--- src/hw/rtl/mla_pkg.sv ---
package mla_pkg;

  localparam int unsigned WordBits = 32;
  localparam int unsigned LimbBits = 32;

  typedef enum logic [3:0] {
    ModeInc    = 4'd0,
    ModeAdd    = 4'd1,
    ModeAddInc = 4'd2,
    ModeDec    = 4'd3,
    ModeSub    = 4'd4,
    ModeSubDec = 4'd5,
    ModeMul    = 4'd6,
    ModeMac    = 4'd7,
    ModeMac2   = 4'd8,
    ModeDiv    = 4'd9
  } mode_e;

  typedef enum logic [1:0] {
    StatusOk      = 2'd0,
    StatusDivZero = 2'd1,
    StatusQOvf    = 2'd2
  } status_e;

  // Result fields riding along the divider stages.
  typedef struct packed {
    logic                valid;
    logic                is_div;
    logic [WordBits-1:0] word0;
    logic [WordBits-1:0] word1;
    logic                flag;
    status_e             status;
  } res_t;

endpackage

--- src/hw/rtl/mla_div_step.sv ---
module mla_div_step #(
  parameter int unsigned LIMB_BITS = mla_pkg::LimbBits
) (
  input  logic                     clk_i,
  input  logic                     rst_ni,
  input  mla_pkg::res_t            res_i,
  input  logic [LIMB_BITS-1:0]     rem_i,
  input  logic [2*LIMB_BITS-1:0]   quo_i,
  input  logic [LIMB_BITS-1:0]     dvs_i,
  output mla_pkg::res_t            res_o,
  output logic [LIMB_BITS-1:0]     rem_o,
  output logic [2*LIMB_BITS-1:0]   quo_o,
  output logic [LIMB_BITS-1:0]     dvs_o
);

  logic [LIMB_BITS-1:0]   rem_d, rem_q;
  logic [2*LIMB_BITS-1:0] quo_d, quo_q;
  logic [LIMB_BITS-1:0]   dvs_q;
  logic                   valid_q;
  mla_pkg::res_t          res_q;

  // two restoring-division steps per stage
  always_comb begin
    logic [LIMB_BITS:0] t;
    logic               qb;
    rem_d = rem_i;
    quo_d = quo_i;
    for (int k = 0; k < 2; k++) begin
      t  = {rem_d, quo_d[2*LIMB_BITS-1]};
      qb = (t >= {1'b0, dvs_i});
      if (qb) begin
        t = t - {1'b0, dvs_i};
      end
      rem_d = t[LIMB_BITS-1:0];
      quo_d = {quo_d[2*LIMB_BITS-2:0], qb};
    end
  end

  always_ff @(posedge clk_i or negedge rst_ni) begin
    if (!rst_ni) begin
      valid_q <= 1'b0;
    end else begin
      valid_q <= res_i.valid;
    end
  end

  always_ff @(posedge clk_i) begin
    res_q <= res_i;
    rem_q <= rem_d;
    quo_q <= quo_d;
    dvs_q <= dvs_i;
  end

  always_comb begin
    res_o       = res_q;
    res_o.valid = valid_q;
  end

  assign rem_o = rem_q;
  assign quo_o = quo_q;
  assign dvs_o = dvs_q;

endmodule

--- config.mk ---
export PLATFORM = sky130hd
export DESIGN_NAME = mla_div_step
export DESIGN_NICKNAME = d
export VERILOG_FILES = /design/src/hw/rtl/mla_pkg.sv /design/src/hw/rtl/mla_div_step.sv
export SDC_FILE = /design/constraint.sdc
export NUM_CORES = 1
export LEC_CHECK = 0
export ABC_AREA = 0
export BUFFER_PORTS_ARGS = -buffer_cell sky130_fd_sc_hd__buf_2
export CAP_MARGIN = 20
export CORE_AREA = 2 2 152 154
export CTS_CLUSTER_DIAMETER = 30
export DETAILED_ROUTE_END_ITERATION = 12
export DIE_AREA = 0 0 154 156
export GPL_ROUTABILITY_DRIVEN = 1
export PLACE_DENSITY = 0.73
export SYNTH_ARGS = -nofsm -noshare
export SYNTH_HDL_FRONTEND = slang
export SYNTH_SLANG_ARGS = --single-unit
--- constraint.sdc ---
create_clock -name clk_i -period 0.8 [get_ports clk_i]
set_input_delay 0.12 -clock clk_i [delete_from_list [all_inputs] [get_ports clk_i]]
set_output_delay 0.12 -clock clk_i [all_outputs]
set_load 0.01 [all_outputs]
## After elaboration in Yosys (flattened, before gate mapping)

Cells that the tools add are included.

| cells by class | value |
|---|---|
| magnitude comparators | 2 |
| $add $sub $neg | 2 |
| mux-type cells | 2 |

Operators with widths:

| kind | number |
|---|---|
| >= comparator 33 x 32 -> 1 bit | 2 |
| two-way mux 32 bit | 2 |
| subtractor 32 bit | 2 |

| word-level totals | value |
|---|---|
| input bits | 199 |
| register bits after elaboration | 197 |

## Depth between registers and ports, before layout

Gate-level depths: netlist of run 1.

| depth | value |
|---|---|
| depth in word-level cells | 4 |
| gate-level depth with buffers | 26 |
| depth with buffers taken out | 24 |

## Worst setup path before layout of run 1

OpenSTA, ideal clock, no wires.

| timing path | value |
|---|---|
| path kind | input to register |
| from | input dvs_i[4] |
| to | register rem_q[29], in the netlist rem_o[29] |
| arrival time | 4.954 ns |
| setup slack | -4.277 ns |
| setup time | 0.123 ns |
| buffers on the path | 2 |
| stages | 21 |
| required time | 0.677 ns |
| cells stage by stage | inv_1 > ha_1 > or4_1 > o2111ai_2 > nand2_1 > a21o_1 > o31ai_4 > buf_2 > mux2_2 > ha_1 > a21o_1 > a21oi_1 > nor2b_1 > a311o_1 > a31oi_1 > o21ai_1 > a311oi_1 > o221a_2 > inv_2 > buf_4 > mux2_1 |

| between the ends | value |
|---|---|
| longest elaborated chain between the ends | 4 |

Ends and longest elaborated chain:

| element | RTL line | source |
|---|---|---|
| start, declared | mla_div_step.sv:9 | `input logic [LIMB_BITS-1:0] dvs_i,` |
| subtractor 32 bit or >= comparator 33 x 32 -> 1 bit (tied branches) | mla_div_step.sv:32, mla_div_step.sv:30 |  |
| two-way mux 32 bit | mla_div_step.sv:31 | `if (qb) begin` |
| subtractor 32 bit or >= comparator 33 x 32 -> 1 bit (tied branches) | mla_div_step.sv:32, mla_div_step.sv:30 |  |
| two-way mux 32 bit * | mla_div_step.sv:31 |  |
| named net rem_d[29] | mla_div_step.sv:16 | `logic [LIMB_BITS-1:0] rem_d, rem_q;` |
| end signal, assigned | mla_div_step.sv:49 | `rem_q <= rem_d;` |
| end, declared | mla_div_step.sv:16 |  |

Mark *: on every way through the listed nets, which the timed path passes. The rest lies on a longest branch.

## Final worst setup path of run 1

| timing path | value |
|---|---|
| from | input quo_i[63] |
| to | register rem_q[22], in the netlist rem_o[22] |

| between the ends | value |
|---|---|
| longest elaborated chain between the ends | 4 |

Ends and longest elaborated chain:

| element | RTL line | source |
|---|---|---|
| start, declared | mla_div_step.sv:8 | `input logic [2*LIMB_BITS-1:0] quo_i,` |
| subtractor 32 bit or >= comparator 33 x 32 -> 1 bit (tied branches) | mla_div_step.sv:32, mla_div_step.sv:30 |  |
| two-way mux 32 bit * | mla_div_step.sv:31 |  |
| subtractor 32 bit or >= comparator 33 x 32 -> 1 bit (tied branches) | mla_div_step.sv:32, mla_div_step.sv:30 |  |
| two-way mux 32 bit * | mla_div_step.sv:31 |  |
| named net rem_d[22] | mla_div_step.sv:16 |  |

Marks and branches as above.

==> results.toml, run 1 <==
[synthesis]
synth_cell_types = 61
syn_inst = 809
synth-edff-count = 0
synth-seq-cells = 197
synthArstFlopShare_pct = 0.508
synthTopCellsByCount = "196 x dfxtp_1, 74 x a21oi_1, 66 x nand2_1"
yosysTopAreaCell = "dfxtp_1"
syn_nets = 1074
ys.flop_type = "dfxtp_1"
yosysMostFrequentCell = "dfxtp_1"
yosysWarnings = 0
synth.top_cell.area_share_pct = 48.9
synth_top_cells_by_area = "dfxtp_1 49%, ha_1 10%, a21oi_1 4.6%"
ys_seq_area_share_pct = 49.2
synthesis.area_mm2 = 0.00803
syn_avg_cell_area_um2 = 9.92

[power]
switching_share_pct = 36.2
total_power_mw = 41.1
power.share.sequential_pct = 30.0
peakVddDrop_mv = 1.49
p_sw_mw = 14.9
p_clk_share_pct = 22.6
cellPowerDensity_mw_per_mm2 = 2410
comb_power_share_pct = 47.4
leakagePower_nw = 8.36
intPower_mw = 26.3

[routing]
viasPerCell = 5.33
wirelength_mm = 44.1
drc = 0
postRouteAntennaNets = 0
vias = 10800
routedWlPerCell_um = 21.7
first_iter_violations = 879
drt_first_pass_iters = 7

[flow_run]
cap_violations = 0

[die]
core_mm2 = 0.0224
die_w_um = 154
rows = 55
chipHeight_um = 156
die_area_mm2 = 0.0240
start_util_pct = 35.9
pin_count = 396

[global_route]
track_usage_pct = 32.6
grt_pass1_wl_mm = 60.8
first_global_vias = 11300
antenna_found_initial = 3
globalRouteOverflowTotal = 0
grt_max_degree = 26

[setup_path]
critical_path.startpoint = "quo_i[63]"
path_common_cell = "buf_4"
cp.required_ns = 1.10
cp_max_fo = 6
cp_slowest_cell = "mux2i_1"
end_kind = "flop"
startpoint_type = "primary input"
critPathKind = "primary input to flop"
endpoint = "rem_o[22]"
max_stage_delay_ns = 0.42
critical_path_arrival_ns = 5.37

[sta]
setup_viol = 231
max_freq_mhz = 197
worstMarginPinSlew_ns = 0.531
maxSlewHeadroom_pct = 63.6
worst_slack_ns = -4.27
drv_slew = 0
rsz0062_at_grt = "yes"
finalCriticalPeriod_ns = 5.07
hold_violations = 0
tns_ns = -175.02
final.period_utilization_pct = 634

[min_path]
whs_path_depth = 4
hold_start = "rem_i[5]"
hold_path.class = "primary input to flop"

[clock_tree]
cts_root_buf = "clkbuf_16"
cts_max_level = 4
clkTransAtPathRegs_ns = 0.10
cts_tree = "done"
cts_buffers = 17
clkSinkCount = 197
cts_buffer_depth = 2

[outcome]
failed_checks = "setup timing"
outcome = "finished with violations"

[layout]
final_area_mm2 = 0.0171
fill_cells = 1272
final_cells = 2032
area_delta_synth_final_pct = 113
drive_gt1_share_pct = 59.3
final_nets = 1997

[place]
placed_cells = 1777
port_buffers = 395
dpl.hpwl_mm = 25.0
routabilityCongestion = 0.909
place_area_mm2 = 0.0128
## state kept, by name (all words and copies together), names as in the netlist
register	cells
dvs_o	32
quo_o	64
rem_o	32
res_o	68
valid_q	1
## worst max-delay path, delay by kind of cell
family	cells	cell delay [ns]
compound gates	9	2.17
buf+inv	9	0.99
fa+ha+maj	3	0.86
simple gates	3	0.43
mux	1	0.42
xor+xnor	1	0.36
## logic make-up after synthesis
group                      count (synthesis)  share of synthesized area, %
AOI/OAI and AO/OA                        215                          17.1
xor gates and xnor gates                  57                          6.22
adders and majority gates                 66                          10.5
buffers and inverters                     67                          3.44
DFF                                      197                          49.2
muxes                                     21                          2.91
and+or+nand+nor                          186                          10.6
## cell type report
cell class	instances	area (µm²)	share of cell area, %
timing repair buffer	923	7420	43.4
inverter	48	206	1.21
clock buffer	17	425	2.49
multi-input combinational	545	4340	25.4
sequential	197	4120	24.1
tap	285	357	2.09
antenna	2	5.00	0.0293
clock inverter	15	210	1.23
## worst min path at each step
stage | slack (ns) | end
final | 0.16 | rem_o[7]
after global routing | 0.15 | rem_o[7]
after CTS | 0.14 | rem_o[7]
after detailed placement | -0.1 | valid_q
after global placement | -0.11 | valid_q
after floorplan | -0.18 | valid_q
## power by group through the flow
stage                     Sequential, mW  Clock [mW]  Combinational, mW
after global routing                12.4        9.74               20.3
final                               12.3        9.32               19.5
after floorplan                     12.4           0               6.53
after detailed placement            11.9           0               13.6
after CTS                           12.1        9.26               17.4
after global placement              11.9           0               13.3
## stage by stage
stage	hold WS [ns]	setup WS, ns	utilization (%)
after floorplan	-0.176	-3.84	-
after global placement	-0.105	-4.35	57.4
after detailed placement	-0.0962	-4.43	57.4
after CTS	0.137	-3.47	73.8
after global routing	0.151	-4.26	76.4
final	0.156	-4.27	76.4
## repair_timing
| action | 4_1_cts | 5_1_grt |
|---|---|---|
| setup endpoints to repair | 231 | 231 |
| setup buffers | 50 | 5 |
| hold buffers | 166 | 0 |
| gates resized for setup | 253 | 147 |
| endpoints found under the hold margin | 165 | 0 |
| pin swaps | 36 | 8 |
| gates cloned | 3 | 2 |
## cells in the final DEF (no fill, tap or decap), types with 6 or more instances in the layout
cell,Yosys,layout
xor2_1,19,19
nand2b_1,7,6
a21oi_1,74,55
clkbuf_16,0,19
o21bai_1,7,7
ha_4,0,11
inv_1,47,40
mux2_4,0,16
buf_4,3,343
and3_1,9,8
nand4_1,6,6
nand2_1,66,64
xnor2_1,38,37
o21a_1,6,6
a21oi_2,0,17
o21ai_1,4,15
nor2_2,0,13
o21ai_0,46,28
nor2b_1,7,7
o21ai_2,0,6
buf_8,0,6
buf_2,5,259
dlygate4sd3_1,0,166
buf_6,1,139
nand3_1,21,20
dfxtp_2,0,123
a21o_1,25,25
nor2_1,49,34
a31oi_1,9,8
clkinv_8,0,6
dfxtp_1,196,68
ha_1,64,48
## metal layers
metal  track usage, %  part of all wire, %  vias up
met3             7.89                  9.6      323
met1             34.9                   34     5016
met4             20.6                  8.4        2
met5                0                0.025        -
met2             57.9                   48      802
li1                 -                    -     4686
No activity file was read; power rests on OpenSTA's default activity.
==> run 2, diff against run 1 <==
--- a/config.mk
+++ b/config.mk
@@ -8,12 +8,12 @@
 export ABC_AREA = 0
 export BUFFER_PORTS_ARGS = -buffer_cell sky130_fd_sc_hd__buf_2
 export CAP_MARGIN = 20
-export CORE_AREA = 2 2 152 154
+export CORE_AREA = 3 3 151 153
 export CTS_CLUSTER_DIAMETER = 30
 export DETAILED_ROUTE_END_ITERATION = 12
 export DIE_AREA = 0 0 154 156
 export GPL_ROUTABILITY_DRIVEN = 1
-export PLACE_DENSITY = 0.73
+export PLACE_DENSITY = 0.75
 export SYNTH_ARGS = -nofsm -noshare
 export SYNTH_HDL_FRONTEND = slang
 export SYNTH_SLANG_ARGS = --single-unit
==> constraint.sdc (replaced) <==
create_clock -name clk_i -period 6.02 [get_ports clk_i]
set_input_delay 0.903 -clock clk_i [delete_from_list [all_inputs] [get_ports clk_i]]
set_output_delay 0.903 -clock clk_i [all_outputs]
set_load 0.01 [all_outputs]
==> run 2 against run 1 <==
  * The run now ends clean
  * Flip-flop and latch count did not move
  * Hold slack improved by 0.067 ns
  * First-iteration DRC count fell by 56%
  * Power fell by 90%
  * Largest cell class is now registers
==> results.toml, run 2 (synthesized netlist as in run 1, its figures left out) <==
[setup_path]
startpoint_type = "primary input"
critical_path.startpoint = "dvs_i[4]"
cp.required_ns = 6.34
critPathKind = "primary input to flop"
cp_slowest_cell = "or4_1"
cp_max_fo = 24
critical_path_arrival_ns = 6.05
cp_cell_sequence = "buf_2 -> inv_1 -> ha_1 -> or4_1 -> o2111ai_2 -> nand2_1 -> a21o_1 -> o31ai_4 -> buf_12 -> mux2_2 -> ha_1 -> nand4_1 -> a211oi_1 -> o31ai_1 -> a21oi_1 -> a31oi_1 -> buf_4 -> o21ai_1 -> a311oi_1 -> buf_4 -> o221a_2 -> inv_2 -> buf_12 -> mux2_1"
cpLargestDelayFamily = "compound AO/OA/AOI/OAI gates"
cp_num_buf_inv = 7
max_stage_delay_ns = 0.59
end_kind = "flop"

[routing]
drc = 0
routedWlPerCell_um = 17.3
postRouteAntennaNets = 0
wl_met3_mm = 1.40
met2_length_mm = 13.9
top_layer_used = "met4"
wirelength_mm = 27.9
drt_first_pass_iters = 5
vias = 7865
m1WireLength_mm = 12.0
viasPerCell = 4.87
first_iter_violations = 386

[sta]
max_freq_mhz = 174
drv_slew = 0
setup_viol = 0
finalCriticalPeriod_ns = 5.74
maxSlewHeadroom_pct = 66.0
worstMarginPinSlew_ns = 0.505
hold_violations = 0
final.period_utilization_pct = 95.3

[power]
peakVddDrop_mv = 0.182
leakagePower_nw = 6.00
cellPowerDensity_mw_per_mm2 = 357
total_power_mw = 4.21

[global_route]
antenna_found_initial = 1
first_global_vias = 7806
track_usage_pct = 21.8
globalRouteOverflowTotal = 0
grt_pass1_wl_mm = 41.5
grt_max_degree = 25

[die]
rows = 54
core_mm2 = 0.0217
die_area_mm2 = 0.0240
start_util_pct = 37.0
pin_count = 396
die_w_um = 154
chipHeight_um = 156

[clock_tree]
cts_root_buf = "clkbuf_16"
clkTransAtPathRegs_ns = 0.08
cts_buffer_depth = 2
cts_tree = "done"
cts_hold_buf = 0
cts_buffers = 17
clkSinkCount = 197
cts_max_level = 4

[place]
place_area_mm2 = 0.0112
routabilityCongestion = 0.977
dpl.hpwl_mm = 22.9
port_buffers = 395

[layout]
drive_gt1_share_pct = 42.4
area_delta_synth_final_pct = 46.8
final_area_mm2 = 0.0118
mostFrequentLayoutCells = "395 x buf_2, 196 x dfxtp_1, 114 x buf_4"
final_nets = 1586
final_common_cell = "buf_2"
fill_cells = 1973
largest_register_ffs = 68

[outcome]
outcome = "finished, final reports clean"

[flow_run]
cap_violations = 0

[min_path]
hold_path.class = "primary input to async pin"
run 2: cell types whose count changed in the layout (fill, tap and decap cells not counted), sizes merged:
cell and delta:
buf -243, dlygate4sd3 -166, clkinvlp -2, inv +2
clkbuf -1, clkinv -1, diode -1
run 2: metrics by stage:
step                      setup TNS [ns]  setup WS [ns]  instances  util [%]  hold slack [ns]
after floorplan                        0          0.160        809         -            0.607
after global placement                 0         0.0634       1581      51.5            0.677
after detailed placement          -0.224        -0.0520       1581      51.5            0.679
after CTS                              0          0.331       1613      54.3            0.203
after global routing             -0.0188        -0.0188       1615      54.3            0.204
final                                  0          0.283       1615      54.3            0.223
run 2: metal layers:
metal / GRT usage (%) / vias up
met3: 3.77 / 48
met1: 27.3 / 3655
met5: 0 / -
met2: 38.3 / 295
met4: 7.32 / 0
li1: - / 3867
run 2: cell type report:
class,count,area [µm²],share of cell area (%)
antenna,1,2.50,0.0212
multi-input combinational,545,3800,32.3
tap,280,350,2.97
clock buffer,18,429,3.64
inverter,48,180,1.53
clock inverter,14,178,1.51
timing repair buffer,512,2890,24.5
sequential,197,3950,33.5
run 2: final timing paths:
check                      cells past startpoint  slack (ns)         to
setup / recovery                              24        0.28  rem_o[12]
hold / removal                                 1        0.22    valid_q
max in group asynchronous                      1        5.71    valid_q
min in group clk_i                             1        0.56  res_o[23]
run 2: what timing repair did:
item,in CTS,in global routing
setup buffers,0,1
resized for setup,0,1
endpoints found under the setup margin,0,6
endpoints found under the hold margin,0,0
run 2: where the power goes:
group | switching [mW] | leakage [nW] | internal (mW)
Combinational | 0.805 | 4.04 | 0.721
Clock | 0.593 | 0.295 | 0.571
Sequential | 0.0414 | 1.67 | 1.48
Total | 1.44 | 6.00 | 2.77
==> run 3, diff against run 2 <==
--- a/config.mk
+++ b/config.mk
@@ -8,12 +8,13 @@
 export ABC_AREA = 0
 export BUFFER_PORTS_ARGS = -buffer_cell sky130_fd_sc_hd__buf_2
 export CAP_MARGIN = 20
-export CORE_AREA = 3 3 151 153
+export CORE_AREA = 3 3 179 138
 export CTS_CLUSTER_DIAMETER = 30
 export DETAILED_ROUTE_END_ITERATION = 12
-export DIE_AREA = 0 0 154 156
+export DIE_AREA = 0 0 182 141
 export GPL_ROUTABILITY_DRIVEN = 1
-export PLACE_DENSITY = 0.75
+export HOLD_SLACK_MARGIN = 0.12
+export PLACE_DENSITY = 0.71
 export SYNTH_ARGS = -nofsm -noshare
 export SYNTH_HDL_FRONTEND = slang
 export SYNTH_SLANG_ARGS = --single-unit
==> run 3 against run 2 <==
  * First-iteration DRC count is 35% higher
  * Global-route usage fell by 1.4 points
  * Routed wire length fell by 1.4%
  * Via count shrank 0.18%
  * Fmax grew 0.50%
  * Critical path depth is 1 lower
  * Final area up 0.84%
  * Clock power hardly changed
  * Non-clock buffer count grew 10
  * Power increased by 0.87%
  * Critical path type unchanged
  * Critical endpoint is now rem_o[19]
==> results.toml, run 3 (synthesized netlist as in run 1, its figures left out) <==
[outcome]
outcome = "finished, final reports clean"

[place]
place_ws_ns = -0.125
routabilityCongestion = 0.958
port_buffers = 395
dpl.hpwl_mm = 22.8

[layout]
utilization_pct = 51.8
multi_input_area_mm2 = 0.00381
final_nets = 1596
area_delta_synth_final_pct = 48.1
seqCellArea_mm2 = 0.00395
fill_cells = 2145
drive_gt1_share_pct = 42.9
mostFrequentLayoutCells = "395 x buf_2, 196 x dfxtp_1, 125 x buf_4"
largest_register_ffs = 68
final_common_cell = "buf_2"

[sta]
hold_violations = 0
worst_slack_ns = 0.311
rsz0062_at_grt = "no"
worstMarginPinSlew_ns = 0.496
drv_slew = 0
hold_slack_ns = 0.213
final.period_utilization_pct = 94.8
max_freq_mhz = 175
setup_viol = 0
maxSlewHeadroom_pct = 66.6
finalCriticalPeriod_ns = 5.71

[clock_tree]
cts_tree = "done"
clkSinkCount = 197
cts_buffer_depth = 2
cts_max_level = 4
cts_root_buf = "clkbuf_16"
postCtsResizedCells = 0
clkTransAtPathRegs_ns = 0.08
cts_hold_buf = 0
cts_buffers = 17
cts_setup_buffers = 0

[routing]
vias = 7851
routedWlPerCell_um = 16.7
first_iter_violations = 520
wirelength_mm = 27.5
viasPerCell = 4.77
drc = 0
drt_first_pass_iters = 6
postRouteAntennaNets = 0

[power]
p_sw_mw = 1.47
comb_power_share_pct = 36.2
cellPowerDensity_mw_per_mm2 = 357
intPower_mw = 2.78
p_clk_share_pct = 27.7
leakagePower_nw = 6.05
peakVddDrop_mv = 0.219
switching_share_pct = 34.5
power.share.sequential_pct = 36.1
total_power_mw = 4.25

[setup_path]
critical_path_arrival_ns = 6.04
startpoint_type = "primary input"
end_kind = "flop"
cp_max_fo = 21
cp.required_ns = 6.35
critPathKind = "primary input to flop"
critical_path.startpoint = "dvs_i[4]"

[min_path]
hold_path.class = "primary input to async pin"

[global_route]
use_met1_pct = 27.7
grt_max_degree = 27
antenna_found_initial = 4
track_usage_pct = 20.4
globalRouteOverflowTotal = 0
met2_usage_pct = 32.1
first_global_vias = 7692
grt_most_used_layer = "met2"
grt_pass1_wl_mm = 41.3
gr-usage-met3_pct = 5.67

[die]
die_area_mm2 = 0.0257
core_mm2 = 0.0229
pin_count = 396
chipHeight_um = 141
start_util_pct = 35.0
die_w_um = 182
rows = 48

[flow_run]
cap_violations = 0
run 3: changes by cell type in the layout (fill, tap and decap cells not counted), sizes merged:
cell,delta
buf,+10
clkbuf,-1
clkinv,+1
clkinvlp,+1
inv,-1
run 3: cell type report:
class                   instances  share of cell area, %
inverters                      48                   1.52
well taps                     300                   3.16
diodes                          1                 0.0211
flip-flops and latches        197                   33.2
repair buffers                522                   24.9
clock inverters                15                   1.60
clock buffers                  17                   3.58
multi-input cells             545                   32.0
run 3: critical path, cell delays in order:
cell and delay [ns]:
buf_2 0.09, inv_1 0.05, ha_1 0.22, or4_1 0.61, o2111ai_2 0.24, nand2_1 0.09, a21o_1 0.20, o31ai_4 0.28
buf_12 0.20, buf_4 0.17, mux2_2 0.35, ha_1 0.30, a21o_1 0.19, a21oi_1 0.18, nor2b_1 0.09, a311o_1 0.33
a31oi_1 0.21, o21ai_1 0.11, a311oi_1 0.35, o221a_2 0.28, inv_2 0.08, buf_4 0.18, mux2_1 0.31
run 3: per-stage QoR:
step | area (µm²) | instances | setup TNS (ns)
2_1_floorplan | 8030 | 809 | 0
3_3_place_gp | 11300 | 1612 | -0.0411
3_5_place_dp | 11300 | 1612 | -1.11
4_1_cts | 11900 | 1644 | 0
5_1_grt | 11900 | 1645 | 0
6_report | 11900 | 1645 | 0
run 3: metal layers:
layer,wire length (µm),vias up
met5,45,-
met4,493,6
met3,2320,39
met2,12400,349
met1,12200,3582
li1,-,3875
run 3: path summary, 6_finish.rpt:
path                        endpoint  slack (ns)  cells past startpoint
min                          valid_q        0.21                      1
max                        rem_o[19]        0.31                     23
min in group clk_i         quo_o[60]        0.55                      1
max in group asynchronous    valid_q        5.73                      1
run 3: power by group through the flow:
stage	Clock (mW)	Sequential (mW)	Combinational [mW]
3_5_place_dp	0	1.56	1.52
6_report	1.18	1.53	1.54
3_3_place_gp	0	1.56	1.50
4_1_cts	1.22	1.54	1.53
2_1_floorplan	0	1.64	0.757
5_1_grt	1.27	1.55	1.68
